File: config.mk
export PLATFORM = sky130hd
export DESIGN_NAME = preemptive_priority_scheduler
export DESIGN_NICKNAME = d
export VERILOG_FILES = /design/src/pps_pkg.sv /design/src/pps_ram.sv /design/src/pps_select.sv /design/src/preemptive_priority_scheduler.sv
export SDC_FILE = /design/constraint.sdc
export NUM_CORES = 1
export LEC_CHECK = 0
export BUFFER_PORTS_ARGS = -buffer_cell sky130_fd_sc_hd__buf_2
export CORE_ASPECT_RATIO = 1.4
export CORE_MARGIN = 4
export CORE_UTILIZATION = 30
export CTS_CLUSTER_SIZE = 10
export DETAILED_ROUTE_END_ITERATION = 16
export PLACE_DENSITY_LB_ADDON = 0.1
export SYNTH_ARGS = -nofsm -noshare
export SYNTH_HDL_FRONTEND = slang
export SYNTH_SLANG_ARGS = --single-unit
File: constraint.sdc
create_clock -name clk -period 12.15 [get_ports clk]
set_input_delay 1.215 -clock clk [delete_from_list [all_inputs] [get_ports clk]]
set_output_delay 1.215 -clock clk [all_outputs]
set_load 0.02 [all_outputs]
File: src/pps_pkg.sv
// pps_pkg: shared types and constants for the preemptive priority scheduler
// holds the transaction kind codes, sequencer states, task entry layout and scan control
// no dependencies
package pps_pkg;

    // transaction kinds on the command port
    localparam logic [1:0] KIND_LOAD  = 2'd0;
    localparam logic [1:0] KIND_TICK  = 2'd1;
    localparam logic [1:0] KIND_CLEAR = 2'd2;

    localparam int unsigned FIELD_TIME_BITS = 16;
    localparam int unsigned FIELD_PRIO_BITS = 8;
    localparam int unsigned SLOT_BITS       = 4;

    typedef enum logic [1:0] {
        ST_IDLE,
        ST_SCAN,
        ST_PICK,
        ST_COMMIT
    } state_t;

    // one task slot as stored in the table memory
    typedef struct packed {
        logic [FIELD_TIME_BITS-1:0] arrival;
        logic [FIELD_TIME_BITS-1:0] burst;
        logic [FIELD_PRIO_BITS-1:0] prio;
        logic [FIELD_TIME_BITS-1:0] remain;
    } task_entry_t;

    // control from the sequencer to the selection unit
    typedef struct packed {
        logic init;
        logic eval;
    } scan_ctl_t;

endpackage

File: src/pps_ram.sv
// pps_ram: generic single write port, single read port ram with registered read
// no dependencies
module pps_ram #(
    parameter int WIDTH = 56,
    parameter int DEPTH = 16
) (
    input  logic                     clk,
    input  logic                     wr_en,
    input  logic [$clog2(DEPTH)-1:0] wr_addr,
    input  logic [WIDTH-1:0]         wr_data,
    input  logic                     rd_en,
    input  logic [$clog2(DEPTH)-1:0] rd_addr,
    output logic [WIDTH-1:0]         rd_data
);

    logic [WIDTH-1:0] mem [DEPTH];
    logic [WIDTH-1:0] rd_data_reg;

    always_ff @(posedge clk)
    begin
        if (wr_en)
        begin
            mem[wr_addr] <= wr_data;
        end
        if (rd_en)
        begin
            rd_data_reg <= mem[rd_addr];
        end
    end

    assign rd_data = rd_data_reg;

endmodule

File: src/pps_select.sv
// pps_select: shared readiness and priority compare unit, one slot per cycle
// keeps the best ready candidate and the running task's entry seen during a scan
// depends on pps_pkg
module pps_select #(
    parameter int IDXW      = 4,
    parameter int TIME_BITS = 16
) (
    input  logic                 clk,
    input  logic                 rst_n,
    input  pps_pkg::scan_ctl_t   ctl,
    input  logic [IDXW-1:0]      eval_idx,
    input  logic                 eval_live,
    input  pps_pkg::task_entry_t eval_entry,
    input  logic [TIME_BITS-1:0] clock_now,
    input  logic [IDXW-1:0]      cur_slot,
    input  logic                 cur_valid,
    output logic                 best_found,
    output logic [IDXW-1:0]      best_idx,
    output pps_pkg::task_entry_t best_entry,
    output logic                 cur_ready,
    output pps_pkg::task_entry_t cur_entry
);

    import pps_pkg::*;

    localparam int CMPW = (TIME_BITS > FIELD_TIME_BITS) ? TIME_BITS : FIELD_TIME_BITS;

    logic            best_found_reg, best_found_next;
    logic [IDXW-1:0] best_idx_reg, best_idx_next;
    task_entry_t     best_entry_reg, best_entry_next;
    logic            cur_ready_reg, cur_ready_next;
    task_entry_t     cur_entry_reg, cur_entry_next;
    logic            ready;
    logic            better;

    // live, arrived and work left
    assign ready = eval_live && (eval_entry.remain != '0) &&
                   (CMPW'(eval_entry.arrival) <= CMPW'(clock_now));

    // smaller priority, then earlier arrival; lower slot wins by scan order
    assign better = !best_found_reg ||
                    (eval_entry.prio < best_entry_reg.prio) ||
                    ((eval_entry.prio == best_entry_reg.prio) &&
                     (eval_entry.arrival < best_entry_reg.arrival));

    always_comb
    begin
        best_found_next = best_found_reg;
        best_idx_next   = best_idx_reg;
        best_entry_next = best_entry_reg;
        cur_ready_next  = cur_ready_reg;
        cur_entry_next  = cur_entry_reg;
        if (ctl.init)
        begin
            best_found_next = 1'b0;
            cur_ready_next  = 1'b0;
        end
        else if (ctl.eval)
        begin
            if (ready && better)
            begin
                best_found_next = 1'b1;
                best_idx_next   = eval_idx;
                best_entry_next = eval_entry;
            end
            if (eval_idx == cur_slot)
            begin
                cur_ready_next = ready && cur_valid;
                cur_entry_next = eval_entry;
            end
        end
    end

    always_ff @(posedge clk or negedge rst_n)
    begin
        if (!rst_n)
        begin
            best_found_reg <= 1'b0;
            cur_ready_reg  <= 1'b0;
        end
        else
        begin
            best_found_reg <= best_found_next;
            cur_ready_reg  <= cur_ready_next;
        end
    end

    always_ff @(posedge clk)
    begin
        best_idx_reg   <= best_idx_next;
        best_entry_reg <= best_entry_next;
        cur_entry_reg  <= cur_entry_next;
    end

    assign best_found = best_found_reg;
    assign best_idx   = best_idx_reg;
    assign best_entry = best_entry_reg;
    assign cur_ready  = cur_ready_reg;
    assign cur_entry  = cur_entry_reg;

endmodule

File: src/preemptive_priority_scheduler.sv
// preemptive_priority_scheduler: top level, command port, sequencer and commit datapath
// uses pps_pkg, pps_ram for the task table and pps_select for the scan compare
//
//  channel   handshake                  payload
//  --------  -------------------------  ----------------------------------------------
//  command   start, busy (start & !busy) kind, slot, arrival_time, burst_length,
//                                        task_priority
//  result    done (one cycle strobe)     running_slot, idle, switched, tick_time,
//                                        finished, finish_time, wait_time
//
//  load and clear transactions complete at the accepting edge; busy stays low
//  a tick transaction keeps busy high through the SCAN, PICK and COMMIT states: the scan
//  makes one table read per cycle through the single ram read port, PICK picks the
//  winner and COMMIT writes it back; done pulses as busy falls
//  reset clears the slot valid bits, clock and running task at once; the table memory
//  itself is never swept, an entry whose valid bit is clear reads as empty
//  the receiver cannot stall, so a result is shown exactly once
module preemptive_priority_scheduler #(
    parameter int SLOTS     = 16,
    parameter int TIME_BITS = 16
) (
    input  logic                                    clk,
    input  logic                                    rst_n,
    input  logic                                    start,
    output logic                                    busy,
    input  logic [1:0]                              kind,
    input  logic [pps_pkg::SLOT_BITS-1:0]           slot,
    input  logic [pps_pkg::FIELD_TIME_BITS-1:0]     arrival_time,
    input  logic [pps_pkg::FIELD_TIME_BITS-1:0]     burst_length,
    input  logic [pps_pkg::FIELD_PRIO_BITS-1:0]     task_priority,
    output logic                                    done,
    output logic [pps_pkg::SLOT_BITS-1:0]           running_slot,
    output logic                                    idle,
    output logic                                    switched,
    output logic [pps_pkg::FIELD_TIME_BITS-1:0]     tick_time,
    output logic                                    finished,
    output logic [pps_pkg::FIELD_TIME_BITS-1:0]     finish_time,
    output logic [pps_pkg::FIELD_TIME_BITS-1:0]     wait_time
);

    import pps_pkg::*;

    localparam int IDXW  = $clog2(SLOTS);
    localparam int CW    = $clog2(SLOTS + 1);
    localparam int NEEDW = FIELD_TIME_BITS + 1;
    localparam int WW    = (TIME_BITS > NEEDW) ? TIME_BITS : NEEDW;

    // sequencer
    state_t state_reg, state_next;
    logic   accept;
    logic   tick_accept;
    logic   load_accept;
    logic   clear_accept;
    logic   scan_last;
    logic   issue_rd;

    // scan bookkeeping
    logic [CW-1:0]   scan_idx_reg, scan_idx_next;
    logic            eval_vld_reg, eval_vld_next;
    logic [IDXW-1:0] eval_idx_reg, eval_idx_next;

    // architectural state
    logic [TIME_BITS-1:0] clock_reg, clock_next;
    logic [IDXW-1:0]      cur_slot_reg, cur_slot_next;
    logic                 cur_valid_reg, cur_valid_next;
    logic [SLOTS-1:0]     live_reg, live_next;

    // winner of the scan
    logic                 pick_idle_reg, pick_idle_next;
    logic [IDXW-1:0]      pick_idx_reg, pick_idx_next;
    task_entry_t          pick_entry_reg, pick_entry_next;
    logic                 pick_switch_reg, pick_switch_next;
    logic [NEEDW-1:0]     need_reg, need_next;
    logic [TIME_BITS-1:0] fin_reg, fin_next;

    // result registers
    logic                       done_reg, done_next;
    logic [SLOT_BITS-1:0]       out_slot_reg, out_slot_next;
    logic                       out_idle_reg, out_idle_next;
    logic                       out_switch_reg, out_switch_next;
    logic [FIELD_TIME_BITS-1:0] out_tick_reg, out_tick_next;
    logic                       out_fin_reg, out_fin_next;
    logic [FIELD_TIME_BITS-1:0] out_fin_time_reg, out_fin_time_next;
    logic [FIELD_TIME_BITS-1:0] out_wait_reg, out_wait_next;

    // table memory ports
    logic            ram_we;
    logic [IDXW-1:0] ram_waddr;
    task_entry_t     ram_wdata;
    task_entry_t     ram_rdata;
    logic [IDXW-1:0] load_idx;
    logic            load_in_range;

    // selection unit
    scan_ctl_t   sel_ctl;
    logic        best_found;
    logic [IDXW-1:0] best_idx;
    task_entry_t best_entry;
    logic        cur_ready;
    task_entry_t cur_entry;
    logic        keep_cur;

    // commit arithmetic
    logic [FIELD_TIME_BITS-1:0] rem_dec;
    logic                       task_done;
    logic [WW-1:0]              fin_ext;
    logic [WW-1:0]              need_ext;
    logic [WW-1:0]              wait_diff;

    assign accept        = start && !busy;
    assign tick_accept   = accept && (kind == KIND_TICK);
    assign load_accept   = accept && (kind == KIND_LOAD);
    assign clear_accept  = accept && (kind == KIND_CLEAR);
    assign scan_last     = (scan_idx_reg == CW'(SLOTS));
    assign load_idx      = IDXW'(slot);
    assign load_in_range = (32'(slot) < SLOTS);

    // ---------------- next state ----------------
    always_comb
    begin
        state_next = state_reg;
        case (state_reg)
            ST_IDLE:
            begin
                if (tick_accept)
                begin
                    state_next = ST_SCAN;
                end
            end
            ST_SCAN:
            begin
                if (scan_last)
                begin
                    state_next = ST_PICK;
                end
            end
            ST_PICK:   state_next = ST_COMMIT;
            ST_COMMIT: state_next = ST_IDLE;
            default:   state_next = ST_IDLE;
        endcase
    end

    // ---------------- sequencer outputs ----------------
    always_comb
    begin
        busy     = 1'b1;
        issue_rd = 1'b0;
        case (state_reg)
            ST_IDLE:
            begin
                busy = 1'b0;
            end
            ST_SCAN:
            begin
                issue_rd = !scan_last;
            end
            ST_PICK:   busy = 1'b1;
            ST_COMMIT: busy = 1'b1;
            default:   busy = 1'b1;
        endcase
    end

    assign sel_ctl.init = tick_accept;
    assign sel_ctl.eval = eval_vld_reg;

    // ---------------- scan counter ----------------
    always_comb
    begin
        scan_idx_next = scan_idx_reg;
        eval_vld_next = issue_rd;
        eval_idx_next = eval_idx_reg;
        if (tick_accept)
        begin
            scan_idx_next = '0;
        end
        else if (issue_rd)
        begin
            scan_idx_next = scan_idx_reg + CW'(1);
            eval_idx_next = scan_idx_reg[IDXW-1:0];
        end
    end

    // ---------------- pick the winner ----------------
    // the running task holds on unless the best candidate has a strictly smaller value
    assign keep_cur = cur_ready && !(best_entry.prio < cur_entry.prio);

    always_comb
    begin
        pick_idle_next   = pick_idle_reg;
        pick_idx_next    = pick_idx_reg;
        pick_entry_next  = pick_entry_reg;
        pick_switch_next = pick_switch_reg;
        need_next        = need_reg;
        fin_next         = fin_reg;
        if (state_reg == ST_PICK)
        begin
            pick_idle_next   = !best_found;
            pick_idx_next    = keep_cur ? cur_slot_reg : best_idx;
            pick_entry_next  = keep_cur ? cur_entry : best_entry;
            pick_switch_next = !cur_valid_reg ||
                               (cur_slot_reg != (keep_cur ? cur_slot_reg : best_idx));
            need_next        = NEEDW'(pick_entry_next.arrival) +
                               NEEDW'(pick_entry_next.burst);
            fin_next         = clock_reg + TIME_BITS'(1);
        end
    end

    // ---------------- commit ----------------
    assign rem_dec   = pick_entry_reg.remain - FIELD_TIME_BITS'(1);
    assign task_done = (rem_dec == '0);
    assign fin_ext   = WW'(fin_reg);
    assign need_ext  = WW'(need_reg);
    assign wait_diff = fin_ext - need_ext;

    always_comb
    begin
        done_next         = 1'b0;
        out_slot_next     = out_slot_reg;
        out_idle_next     = out_idle_reg;
        out_switch_next   = out_switch_reg;
        out_tick_next     = out_tick_reg;
        out_fin_next      = out_fin_reg;
        out_fin_time_next = out_fin_time_reg;
        out_wait_next     = out_wait_reg;
        if (state_reg == ST_COMMIT)
        begin
            done_next         = 1'b1;
            out_idle_next     = pick_idle_reg;
            out_tick_next     = FIELD_TIME_BITS'(clock_reg);
            out_slot_next     = '0;
            out_switch_next   = 1'b0;
            out_fin_next      = 1'b0;
            out_fin_time_next = '0;
            out_wait_next     = '0;
            if (!pick_idle_reg)
            begin
                out_slot_next   = SLOT_BITS'(pick_idx_reg);
                out_switch_next = pick_switch_reg;
                if (task_done)
                begin
                    out_fin_next      = 1'b1;
                    out_fin_time_next = FIELD_TIME_BITS'(fin_reg);
                    if (fin_ext > need_ext)
                    begin
                        out_wait_next = FIELD_TIME_BITS'(wait_diff);
                    end
                end
            end
        end
    end

    // ---------------- architectural state ----------------
    always_comb
    begin
        clock_next     = clock_reg;
        cur_slot_next  = cur_slot_reg;
        cur_valid_next = cur_valid_reg;
        live_next      = live_reg;
        if (clear_accept)
        begin
            clock_next     = '0;
            cur_slot_next  = '0;
            cur_valid_next = 1'b0;
            live_next      = '0;
        end
        else if (load_accept && load_in_range)
        begin
            live_next[load_idx] = 1'b1;
        end
        else if (state_reg == ST_COMMIT)
        begin
            clock_next     = clock_reg + TIME_BITS'(1);
            cur_valid_next = !pick_idle_reg && !task_done;
            if (!pick_idle_reg)
            begin
                cur_slot_next = pick_idx_reg;
            end
        end
    end

    // table writes: a load fills the whole slot, a commit writes back the decremented work
    always_comb
    begin
        ram_we    = 1'b0;
        ram_waddr = load_idx;
        ram_wdata.arrival = arrival_time;
        ram_wdata.burst   = burst_length;
        ram_wdata.prio    = task_priority;
        ram_wdata.remain  = burst_length;
        if (load_accept && load_in_range)
        begin
            ram_we = 1'b1;
        end
        else if ((state_reg == ST_COMMIT) && !pick_idle_reg)
        begin
            ram_we           = 1'b1;
            ram_waddr        = pick_idx_reg;
            ram_wdata        = pick_entry_reg;
            ram_wdata.remain = rem_dec;
        end
    end

    // ---------------- registers ----------------
    always_ff @(posedge clk or negedge rst_n)
    begin
        if (!rst_n)
        begin
            state_reg     <= ST_IDLE;
            scan_idx_reg  <= '0;
            eval_vld_reg  <= 1'b0;
            clock_reg     <= '0;
            cur_slot_reg  <= '0;
            cur_valid_reg <= 1'b0;
            live_reg      <= '0;
            done_reg      <= 1'b0;
        end
        else
        begin
            state_reg     <= state_next;
            scan_idx_reg  <= scan_idx_next;
            eval_vld_reg  <= eval_vld_next;
            clock_reg     <= clock_next;
            cur_slot_reg  <= cur_slot_next;
            cur_valid_reg <= cur_valid_next;
            live_reg      <= live_next;
            done_reg      <= done_next;
        end
    end

    always_ff @(posedge clk)
    begin
        eval_idx_reg     <= eval_idx_next;
        pick_idle_reg    <= pick_idle_next;
        pick_idx_reg     <= pick_idx_next;
        pick_entry_reg   <= pick_entry_next;
        pick_switch_reg  <= pick_switch_next;
        need_reg         <= need_next;
        fin_reg          <= fin_next;
        out_slot_reg     <= out_slot_next;
        out_idle_reg     <= out_idle_next;
        out_switch_reg   <= out_switch_next;
        out_tick_reg     <= out_tick_next;
        out_fin_reg      <= out_fin_next;
        out_fin_time_reg <= out_fin_time_next;
        out_wait_reg     <= out_wait_next;
    end

    // ---------------- submodules ----------------
    pps_ram #(
        .WIDTH ($bits(task_entry_t)),
        .DEPTH (SLOTS)
    ) u_table (
        .clk     (clk),
        .wr_en   (ram_we),
        .wr_addr (ram_waddr),
        .wr_data (ram_wdata),
        .rd_en   (issue_rd),
        .rd_addr (scan_idx_reg[IDXW-1:0]),
        .rd_data (ram_rdata)
    );

    pps_select #(
        .IDXW      (IDXW),
        .TIME_BITS (TIME_BITS)
    ) u_select (
        .clk        (clk),
        .rst_n      (rst_n),
        .ctl        (sel_ctl),
        .eval_idx   (eval_idx_reg),
        .eval_live  (live_reg[eval_idx_reg]),
        .eval_entry (ram_rdata),
        .clock_now  (clock_reg),
        .cur_slot   (cur_slot_reg),
        .cur_valid  (cur_valid_reg),
        .best_found (best_found),
        .best_idx   (best_idx),
        .best_entry (best_entry),
        .cur_ready  (cur_ready),
        .cur_entry  (cur_entry)
    );

    assign done         = done_reg;
    assign running_slot = out_slot_reg;
    assign idle         = out_idle_reg;
    assign switched     = out_switch_reg;
    assign tick_time    = out_tick_reg;
    assign finished     = out_fin_reg;
    assign finish_time  = out_fin_time_reg;
    assign wait_time    = out_wait_reg;

    // ---------------- assertions ----------------
    // a result only follows a commit step
    a_done_after_commit: assert property (@(posedge clk) disable iff (!rst_n)
        done |-> $past(state_reg == ST_COMMIT))
        else $error("result strobe without a commit");

    // an accepted tick always starts a scan
    a_tick_starts_scan: assert property (@(posedge clk) disable iff (!rst_n)
        (start && !busy && (kind == KIND_TICK)) |=> (state_reg == ST_SCAN))
        else $error("tick transaction did not start a scan");

    // a completed task releases the processor
    a_finish_releases: assert property (@(posedge clk) disable iff (!rst_n)
        (done && finished) |-> !cur_valid_reg)
        else $error("finished task still marked running");

    // an idle tick reports no switch and no completion
    a_idle_quiet: assert property (@(posedge clk) disable iff (!rst_n)
        (done && idle) |-> (!switched && !finished && !cur_valid_reg))
        else $error("idle tick reported task activity");

endmodule
==> flow_metrics.py, run 1 <==
metrics = {
    "timing": {
        "finalCritPeriodShare": 0.451,
        "setup_ws_ps": 6670,
        "relSlewSlack": 0.146,
        "min_period_ps": 5480,
        "fmax_mhz": 183,
        "finalSetupViolations": 0,
        "rsz0062_at_grt": "false",
        "drv_slew": 0,
        "finalHoldViolCount": 0,
        "worst_slew_pin_slew_ps": 1270,
        "tns_ps": 0,
        "finClkSkew_ps": 30.8,
    },
    "grt": {
        "grt_overflow": 0,
        "use_met3": 0.0263,
        "met1_usage": 0.201,
        "grtUsageMet2": 0.273,
        "grt_pass1_wl_mm": 198,
        "grt_start_max_net_pins": 64,
        "grt_busiest_layer": "met2",
        "grt_pass1_vias": 27200,
        "antenna_found_initial": 1,
        "grt_util_all_layers": 0.156,
    },
    "clock_tree": {
        "cts_tree": "yes",
        "clock-root-buffer": "clkbuf_16",
        "ctsResizeCount": 0,
        "clk_latency_ps": 770,
        "clock_path_buffers": 3,
        "hold_buffers": 0,
        "clk_pin_slew_ps": 60,
        "cts_made_buffers": 147,
        "cts_sinks": 1270,
        "cts_setup_buffers": 0,
        "htreeDepth": 4,
    },
    "detailed_routing": {
        "drtPass1Iterations": 5,
        "vias": 25100,
        "antenna_left": 0,
        "via_per_inst": 4.90,
        "routed_wl_mm": 137,
        "drtIter0Drc": 1900,
        "wire_per_inst_um": 26.6,
        "drcViolationCount": 0,
    },
    "critical_path": {
        "end_kind": "flip-flop",
        "r2r_end": "need_ext[15]$_DFFE_PP_",
        "path_max_fanout": 43,
        "crit_required_ps": 12660,
        "start_kind": "flip-flop",
        "cp.arrival_ps": 5980,
        "critPathKind": "flip-flop to flip-flop",
        "reg2reg_from": "u_select.best_entry[17]$_DFFE_PP_",
        "rr_worst_depth": 15,
        "rrSetupSlack_ps": 6670,
    },
    "die": {
        "placeableCoreArea_um2": 168000,
        "row_count": 178,
        "dieArea_um2": 176000,
        "ios": 106,
        "die_h_um": 495,
        "initial_core_util": 0.302,
        "die_w_um": 356,
    },
    "hold_path": {
        "min_to": "u_select.best_entry[37]$_DFFE_PP_",
        "hp-class": "flip-flop to flip-flop",
        "min-delay-start": "u_table.rd_data[37]$_DFFE_PP_",
        "holdPathStages": 0,
    },
    "cells_and_area": {
        "final_common_cell": "edfxtp_1",
        "mostFrequentLayoutCells": "edfxtp_1 (1222), mux4_2 (285), nand2_1 (182)",
        "post_route_cells_drive_above_1_share": 0.246,
        "largest_reg_flops": 896,
        "regMostFlops": "u_table.mem",
        "final_nets": 2970,
        "area_growth_pct": 14.9,
    },
    "pwr": {
        "pwr_density_cell_nw_per_um2": 223,
        "peakVddDrop_uv": 103,
        "leakagePower_nw": 19.0,
    },
    "status": {
        "status": "finished clean",
    },
    "synthesis": {
        "synth_edf_count": 1222,
        "avgSynthCellArea_um2": 19.4,
        "synthDistinctLibCells": 65,
        "ys.flop_type": "edfxtp_1",
        "yosys_register_bits": 1270,
        "syn_nets": 2761,
        "syn_inst": 2624,
        "yosysTopAreaCell": "edfxtp_1",
        "netlist_area_um2": 50900,
        "synth_area_leaders": "edfxtp_1 (72%), mux4_2 (13%), dfrtp_1 (2.4%)",
        "synth_top_area_share": 0.721,
        "synth-async-reset-ratio": 0.0378,
        "seq_area_frac_synth": 0.745,
        "yosysWarnings": 0,
    },
    "job": {
        "max-cap-violations": 0,
    },
    "placement": {
        "dp_slack_ps": 6210,
        "place_congestion": 0.783,
        "io_buffers": 105,
        "hpwl_mm": 81.0,
    },
}
[power by group]
| part | internal (W) | total (W) | switching (W) |
|---|---|---|---|
| registers | 0.00556 | 0.00596 | 0.000406 |
| clock network | 0.00221 | 0.00388 | 0.00167 |
| logic | 0.00138 | 0.00319 | 0.00180 |
[synthesized netlist by cell type (24+ instances only)]
library cell	n
a21oi_1	59
buf_1	25
clkbuf_1	67
dfrtp_1	48
edfxtp_1	1222
ha_1	86
inv_1	93
mux2_2	53
mux4_2	285
nand2_1	182
nand3_1	25
nor2_1	100
nor3_1	24
o21ai_0	72
xnor2_1	37
xor2_1	26
[kinds of logic after synthesis]
family / count (synthesis) / share of synthesized area
AND/OR/NAND/NOR: 435 / 0.0392
buffers and inverters: 196 / 0.0149
adder cells (fa/ha/maj): 88 / 0.0219
XOR/XNOR: 63 / 0.0108
AO/OA/AOI/OAI: 230 / 0.0294
multiplexers: 342 / 0.139
flip-flops: 1270 / 0.745
[worst max path at each step]
stage	cells after the start	start	end
after floorplan	9	clock_reg[15]$_DFFE_PN0P_	u_select.best_entry[0]$_DFFE_PP_
after global placement	9	kind[0]	u_table.mem[14][20]$_DFFE_PP_
after detailed placement	9	kind[0]	u_table.mem[12][44]$_DFFE_PP_
after CTS	15	u_select.best_entry[17]$_DFFE_PP_	need_ext[15]$_DFFE_PP_
after global routing	15	u_select.best_entry[17]$_DFFE_PP_	need_ext[15]$_DFFE_PP_
final	15	u_select.best_entry[17]$_DFFE_PP_	need_ext[15]$_DFFE_PP_
[per-stage QoR]
stage               instance area, µm²  cells  power (W)   util  hold slack (ps)
CTS                              58400   5125     0.0133  0.347              441
floorplan                        50900   2624    0.00812      -              421
global route                     58400   5126     0.0137  0.347              460
finish                           58400   5126     0.0130  0.347              441
detailed placement               54400   4934    0.00936  0.323              437
global placement                 54400   4934    0.00932  0.323              423
[per-layer routing]
| layer | share of wire | vias up |
|---|---|---|
| met2 | 0.51 | 546 |
| met5 | 0 | - |
| li1 | - | 10900 |
| met4 | 0.020 | 0 |
| met1 | 0.43 | 13500 |
| met3 | 0.037 | 165 |
[critical path: stages (launching register included)]
cell and delay [ps]:
edfxtp_1 420, ha_1 320, a2111o_1 420, a31oi_4 300
buf_4 560, buf_4 610, mux2_2 420, ha_1 370
a21oi_1 200, o311ai_0 130, a21oi_1 320, o211ai_4 130
a311oi_2 300, o211ai_2 200, a311oi_2 320, xnor2_1 100
[layout make-up]
| cell class | instances | area [µm²] |
|---|---|---|
| fillers | 15900 | 110000 |
| flip-flops and latches | 1270 | 37900 |
| multi-input cells | 1158 | 12400 |
| clock buffers | 173 | 3840 |
| well taps | 2250 | 2820 |
| repair buffers | 163 | 961 |
| inverters | 93 | 350 |
| clock inverters | 18 | 169 |
| diodes | 1 | 2.50 |
(Power assumes the default switching activity.)
==> inputs of run 2 (changes only) <==
- clock period: 12.15 -> 5.7 ns (I/O delays scaled with it)
==> run 2 against run 1 <==
  * Highest routed layer unchanged
  * Critical path depth down 2
  * Largest cell class unchanged
  * Combinational power up 120%
  * Design area up 0.68%
  * First-iteration DRC count up 6.1%
  * Final cell count up 0.53%
  * Sequential power up 110%
  * Global-route usage up 0.32 points
==> flow_metrics.py, run 2 (same netlist as run 1, synthesis figures left out) <==
metrics = {
    "cells_and_area": {
        "area_growth_pct": 15.7,
        "multi_input_area_um2": 12400,
        "final_common_cell": "edfxtp_1",
        "final_nets": 2985,
        "mostFrequentLayoutCells": "edfxtp_1 (1222), mux4_2 (285), nand2_1 (182)",
        "regMostFlops": "u_table.mem",
        "seqCellArea_um2": 37900,
        "largest_reg_flops": 896,
        "post_route_cells_drive_above_1_share": 0.249,
        "fillers": 15800,
    },
    "clock_tree": {
        "cts_tree": "yes",
        "clock_path_buffers": 3,
        "htreeDepth": 4,
        "clock-root-buffer": "clkbuf_16",
        "cts_made_buffers": 148,
        "cts_sinks": 1270,
        "clk_pin_slew_ps": 60,
        "clk_latency_ps": 790,
    },
    "die": {
        "initial_core_util": 0.302,
        "die_h_um": 495,
        "dieArea_um2": 176000,
        "row_count": 178,
        "die_w_um": 356,
        "ios": 106,
        "placeableCoreArea_um2": 168000,
    },
    "critical_path": {
        "reg2reg_from": "u_select.best_entry[17]$_DFFE_PP_",
        "cp_slowest_cell": "buf_4",
        "path_max_fanout": 43,
        "crit_family": "compound AO/OA/AOI/OAI gates",
        "crit_required_ps": 6230,
        "crit_chain": "ha_1, a2111o_1, a31oi_4, buf_4, mux2_2, ha_1, o21ai_0, a22oi_1, and3_1, a31oi_1, o211ai_2, a311oi_2, xnor2_1",
        "cp.arrival_ps": 5500,
        "path_common_cell": "ha_1",
        "rrSetupSlack_ps": 730,
        "critPathKind": "flip-flop to flip-flop",
        "cp-startpoint": "u_select.best_entry[17]$_DFFE_PP_",
        "start_kind": "flip-flop",
        "end_kind": "flip-flop",
        "path_buf_inv": 1,
        "critPathMaxStageDelay_ps": 600,
    },
    "timing": {
        "fmax_mhz": 201,
        "drv_slew": 0,
        "setup_ws_ps": 734,
        "relSlewSlack": 0.151,
        "min_period_ps": 4970,
        "rsz0062_at_grt": "false",
        "whs_ps": 212,
        "finalCritPeriodShare": 0.871,
        "finClkSkew_ps": 35.7,
        "finalSetupViolations": 0,
        "finalHoldViolCount": 0,
        "worst_slew_pin_slew_ps": 1270,
    },
    "detailed_routing": {
        "drcViolationCount": 0,
        "wire_per_inst_um": 27.2,
        "drtPass1Iterations": 5,
        "antenna_left": 0,
        "vias": 25400,
        "via_per_inst": 4.92,
        "drtIter0Drc": 2016,
        "routed_wl_mm": 140,
    },
    "job": {
        "max-cap-violations": 0,
    },
    "grt": {
        "grt_pass1_wl_mm": 200,
        "grt_overflow": 0,
        "grt_util_all_layers": 0.159,
        "grt_pass1_vias": 26800,
        "grt_start_max_net_pins": 85,
        "antenna_found_initial": 1,
    },
    "placement": {
        "place_congestion": 0.798,
        "dp_slack_ps": 754,
        "io_buffers": 105,
        "hpwl_mm": 83.3,
    },
    "hold_path": {
        "hp-class": "input port to flip-flop",
        "min-delay-start": "slot[1]",
    },
    "pwr": {
        "peakVddDrop_uv": 296,
        "leakagePower_nw": 19.1,
        "pwr_density_cell_nw_per_um2": 478,
        "p_total_w": 0.0281,
    },
    "status": {
        "status": "finished clean",
    },
}
-- run 2: worst register-to-register path, stage by stage (launching register included) --
cell	delay [ps]
edfxtp_1	420
ha_1	320
a2111o_1	410
a31oi_4	550
buf_4	610
mux2_2	440
ha_1	370
o21ai_0	370
a22oi_1	160
and3_1	220
a31oi_1	230
o211ai_2	190
a311oi_2	340
xnor2_1	100
-- run 2: per-stage QoR --
step                area (µm²)  utilization  TNS [ps]  instances
floorplan                50900            -    -12960       2624
global placement         54700        0.325         0       4947
CTS                      58800        0.349         0       5152
finish                   58800        0.349         0       5153
global route             58800        0.349         0       5153
detailed placement       54700        0.325         0       4947
-- run 2: layout make-up --
type,count,share of cell area
timing repair buffer,177,0.0207
antenna,1,0.0000425
clock buffer,183,0.0661
inverter,93,0.00596
clock inverter,21,0.00440
tap,2250,0.0479
sequential,1270,0.644
multi-input combinational,1158,0.210
-- run 2: worst paths after layout --
path	end	cells after the start
worst max-delay path	need_ext[15]$_DFFE_PP_	13
worst min-delay path	live_reg[7]$_DFFE_PN0P_	3
worst max register to register	need_ext[15]$_DFFE_PP_	13
worst min register to register	u_select.cur_entry[38]$_DFFE_PP_	0
max in group asynchronous	scan_idx_reg[3]$_DFFE_PN0P_	3
min in group asynchronous	live_reg[2]$_DFFE_PN0P_	3
-- run 2: report_power, final --
part / leakage (nW) / switching, W / total (W) / internal (W)
combinational: 5.44 / 0.00395 / 0.00695 / 0.00300
sequential: 11.7 / 0.000851 / 0.0127 / 0.0118
clock: 2.00 / 0.00370 / 0.00849 / 0.00478
-- run 2: repair_timing --
action                                 4_1_cts  5_1_grt
gates resized for setup                      0        0
hold buffers                                 1        0
buffers inserted                             0        0
endpoints found under the hold margin       48        0
-- run 2: metal layers --
metal,GRT usage,routed length [µm],share of wire,up-vias
met5,0,0,0,-
met2,0.280,72700,0.52,598
met3,0.0245,5390,0.038,173
met4,0.0404,2760,0.020,0
met1,0.205,59400,0.42,13700
li1,-,-,-,10900
==> inputs of run 3 (changes only) <==
- CELL_PAD_IN_SITES_DETAIL_PLACEMENT: unset -> 0
- CELL_PAD_IN_SITES_GLOBAL_PLACEMENT: unset -> 1
- CORE_UTILIZATION: 30 -> 40
==> run 3 against run 2 <==
  * Combinational power fell by 3.0%
  * Total power fell by 1.8%
  * Critical path depth did not move
  * Wire length fell by 7.6%
  * Fmax rose by 3.3%
  * Design area fell by 0.78%
  * Sequential share of layout area rose by 0.51 points
  * Critical endpoint is now need_ext[13]$_DFFE_PP_
  * Largest power group unchanged
==> flow_metrics.py, run 3 (same netlist as run 1, synthesis figures left out) <==
metrics = {
    "timing": {
        "finalSetupViolations": 0,
        "worst_slew_pin_slew_ps": 1320,
        "fmax_mhz": 208,
        "finalCritPeriodShare": 0.844,
        "rsz0062_at_grt": "false",
        "finClkSkew_ps": 29.0,
        "min_period_ps": 4810,
        "relSlewSlack": 0.112,
        "drv_slew": 0,
        "finalHoldViolCount": 0,
        "whs_ps": 206,
        "setup_ws_ps": 892,
    },
    "critical_path": {
        "end_kind": "flip-flop",
        "crit_chain": "ha_1, a2111o_1, a31oi_4, buf_4, mux2_2, ha_1, o21ai_0, a22oi_1, and3_1, a31oi_1, o211ai_2, a2111o_1, nand3_1",
        "rr_worst_depth": 13,
        "rrSetupSlack_ps": 890,
        "cp.arrival_ps": 5430,
        "reg2reg_from": "u_select.best_entry[17]$_DFFE_PP_",
        "start_kind": "flip-flop",
        "r2r_end": "need_ext[13]$_DFFE_PP_",
        "cp_slowest_cell": "buf_4",
        "critPathKind": "flip-flop to flip-flop",
        "crit_required_ps": 6330,
        "path_max_fanout": 44,
        "critPathMaxStageDelay_ps": 590,
    },
    "clock_tree": {
        "ctsResizeCount": 0,
        "clk_latency_ps": 770,
        "clk_pin_slew_ps": 50,
        "cts_setup_buffers": 0,
        "cts_sinks": 1270,
        "cts_tree": "yes",
        "hold_buffers": 1,
        "clock-root-buffer": "clkbuf_16",
        "htreeDepth": 4,
        "cts_made_buffers": 146,
        "clock_path_buffers": 3,
    },
    "detailed_routing": {
        "wire_per_inst_um": 28.5,
        "routed_wl_mm": 130,
        "drcViolationCount": 0,
        "vias": 25200,
        "antenna_left": 0,
        "via_per_inst": 5.55,
        "drtIter0Drc": 2074,
        "drtPass1Iterations": 5,
    },
    "placement": {
        "hpwl_mm": 79.9,
        "io_buffers": 105,
        "place_congestion": 0.812,
        "dp_slack_ps": 910,
    },
    "grt": {
        "grt_pass1_vias": 26800,
        "grt_start_max_net_pins": 133,
        "grt_util_all_layers": 0.197,
        "antenna_found_initial": 0,
        "grt_overflow": 0,
        "grt_pass1_wl_mm": 189,
    },
    "status": {
        "status": "finished clean",
    },
    "die": {
        "die_h_um": 430,
        "placeableCoreArea_um2": 126000,
        "ios": 106,
        "dieArea_um2": 133000,
        "die_w_um": 309,
        "row_count": 154,
        "initial_core_util": 0.404,
    },
    "cells_and_area": {
        "final_common_cell": "edfxtp_1",
        "area_growth_pct": 14.7,
        "largest_reg_flops": 896,
        "mostFrequentLayoutCells": "edfxtp_1 (1222), mux4_2 (285), nand2_1 (182)",
        "insertedDiodeCount": 0,
        "regMostFlops": "u_table.mem",
        "final_nets": 3010,
        "post_route_cells_drive_above_1_share": 0.256,
    },
    "hold_path": {
        "min-delay-start": "slot[1]",
        "holdPathStages": 3,
        "min_to": "live_reg[3]$_DFFE_PN0P_",
        "hp-class": "input port to flip-flop",
    },
    "pwr": {
        "pwr_density_cell_nw_per_um2": 473,
        "peakVddDrop_uv": 426,
        "leakagePower_nw": 19.3,
    },
    "job": {
        "max-cap-violations": 0,
    },
}
-- run 3: cell types whose count changed in the layout (fill, tap and decap cells not counted), sizes merged --
cell	change
buf	+27
clkbuf	-17
clkinvlp	-2
diode	-1
-- run 3: worst max path at each step --
stage | startpoint | end | slack [ps] | cells past startpoint
global route | u_select.best_entry[17]$_DFFE_PP_ | need_ext[15]$_DFFE_PP_ | 580 | 13
floorplan | state_reg[0]$_DFFE_PN0P_ | u_table.mem[11][0]$_DFFE_PP_ | -60 | 6
global placement | u_select.best_entry[17]$_DFFE_PP_ | need_ext[15]$_DFFE_PP_ | 990 | 13
CTS | u_select.best_entry[17]$_DFFE_PP_ | need_ext[15]$_DFFE_PP_ | 890 | 13
detailed placement | u_select.best_entry[17]$_DFFE_PP_ | need_ext[15]$_DFFE_PP_ | 910 | 14
finish | u_select.best_entry[17]$_DFFE_PP_ | need_ext[13]$_DFFE_PP_ | 890 | 13
-- run 3: layout make-up --
type	instances	area, µm²
fill	10600	67600
sequential	1270	37900
multi-input combinational	1158	12400
clock buffer	166	3750
tap	1638	2050
timing repair buffer	204	1670
inverter	93	350
clock inverter	19	258
-- run 3: worst max-delay path: cells and delay by family, from the launching register on --
kind / cells / cell delay, ps
muxes: 1 / 420
buffers and inverters: 1 / 590
AOI/OAI and AO/OA: 7 / 2230
DFF: 1 / 400
and+or+nand+nor: 2 / 300
adders and majority gates: 2 / 680
-- run 3: power by group --
part / internal (W) / leakage [nW] / switching, W / total, W
combinational: 0.00298 / 5.64 / 0.00376 / 0.00674
clock: 0.00464 / 1.95 / 0.00357 / 0.00822
sequential: 0.0118 / 11.7 / 0.000825 / 0.0127
total: 0.0195 / 19.3 / 0.00816 / 0.0276
-- run 3: metal layers --
metal	vias to the layer above	track usage	part of all wire
met5	-	0	0
met4	0	0.0418	0.017
met3	138	0.0327	0.039
met2	601	0.344	0.52
met1	13500	0.262	0.42
li1	11000	-	-
-- run 3: stage by stage --
| stage | std cells | util | total power [W] | setup TNS (ps) | instance area (µm²) |
|---|---|---|---|---|---|
| after global placement | 4362 | 0.431 | 0.0197 | 0 | 54400 |
| after floorplan | 2624 | - | 0.0173 | -12960 | 50900 |
| after global routing | 4548 | 0.463 | 0.0289 | 0 | 58400 |
| after detailed placement | 4362 | 0.431 | 0.0198 | 0 | 54400 |
| after CTS | 4548 | 0.463 | 0.0281 | 0 | 58400 |
| final | 4548 | 0.463 | 0.0276 | 0 | 58400 |
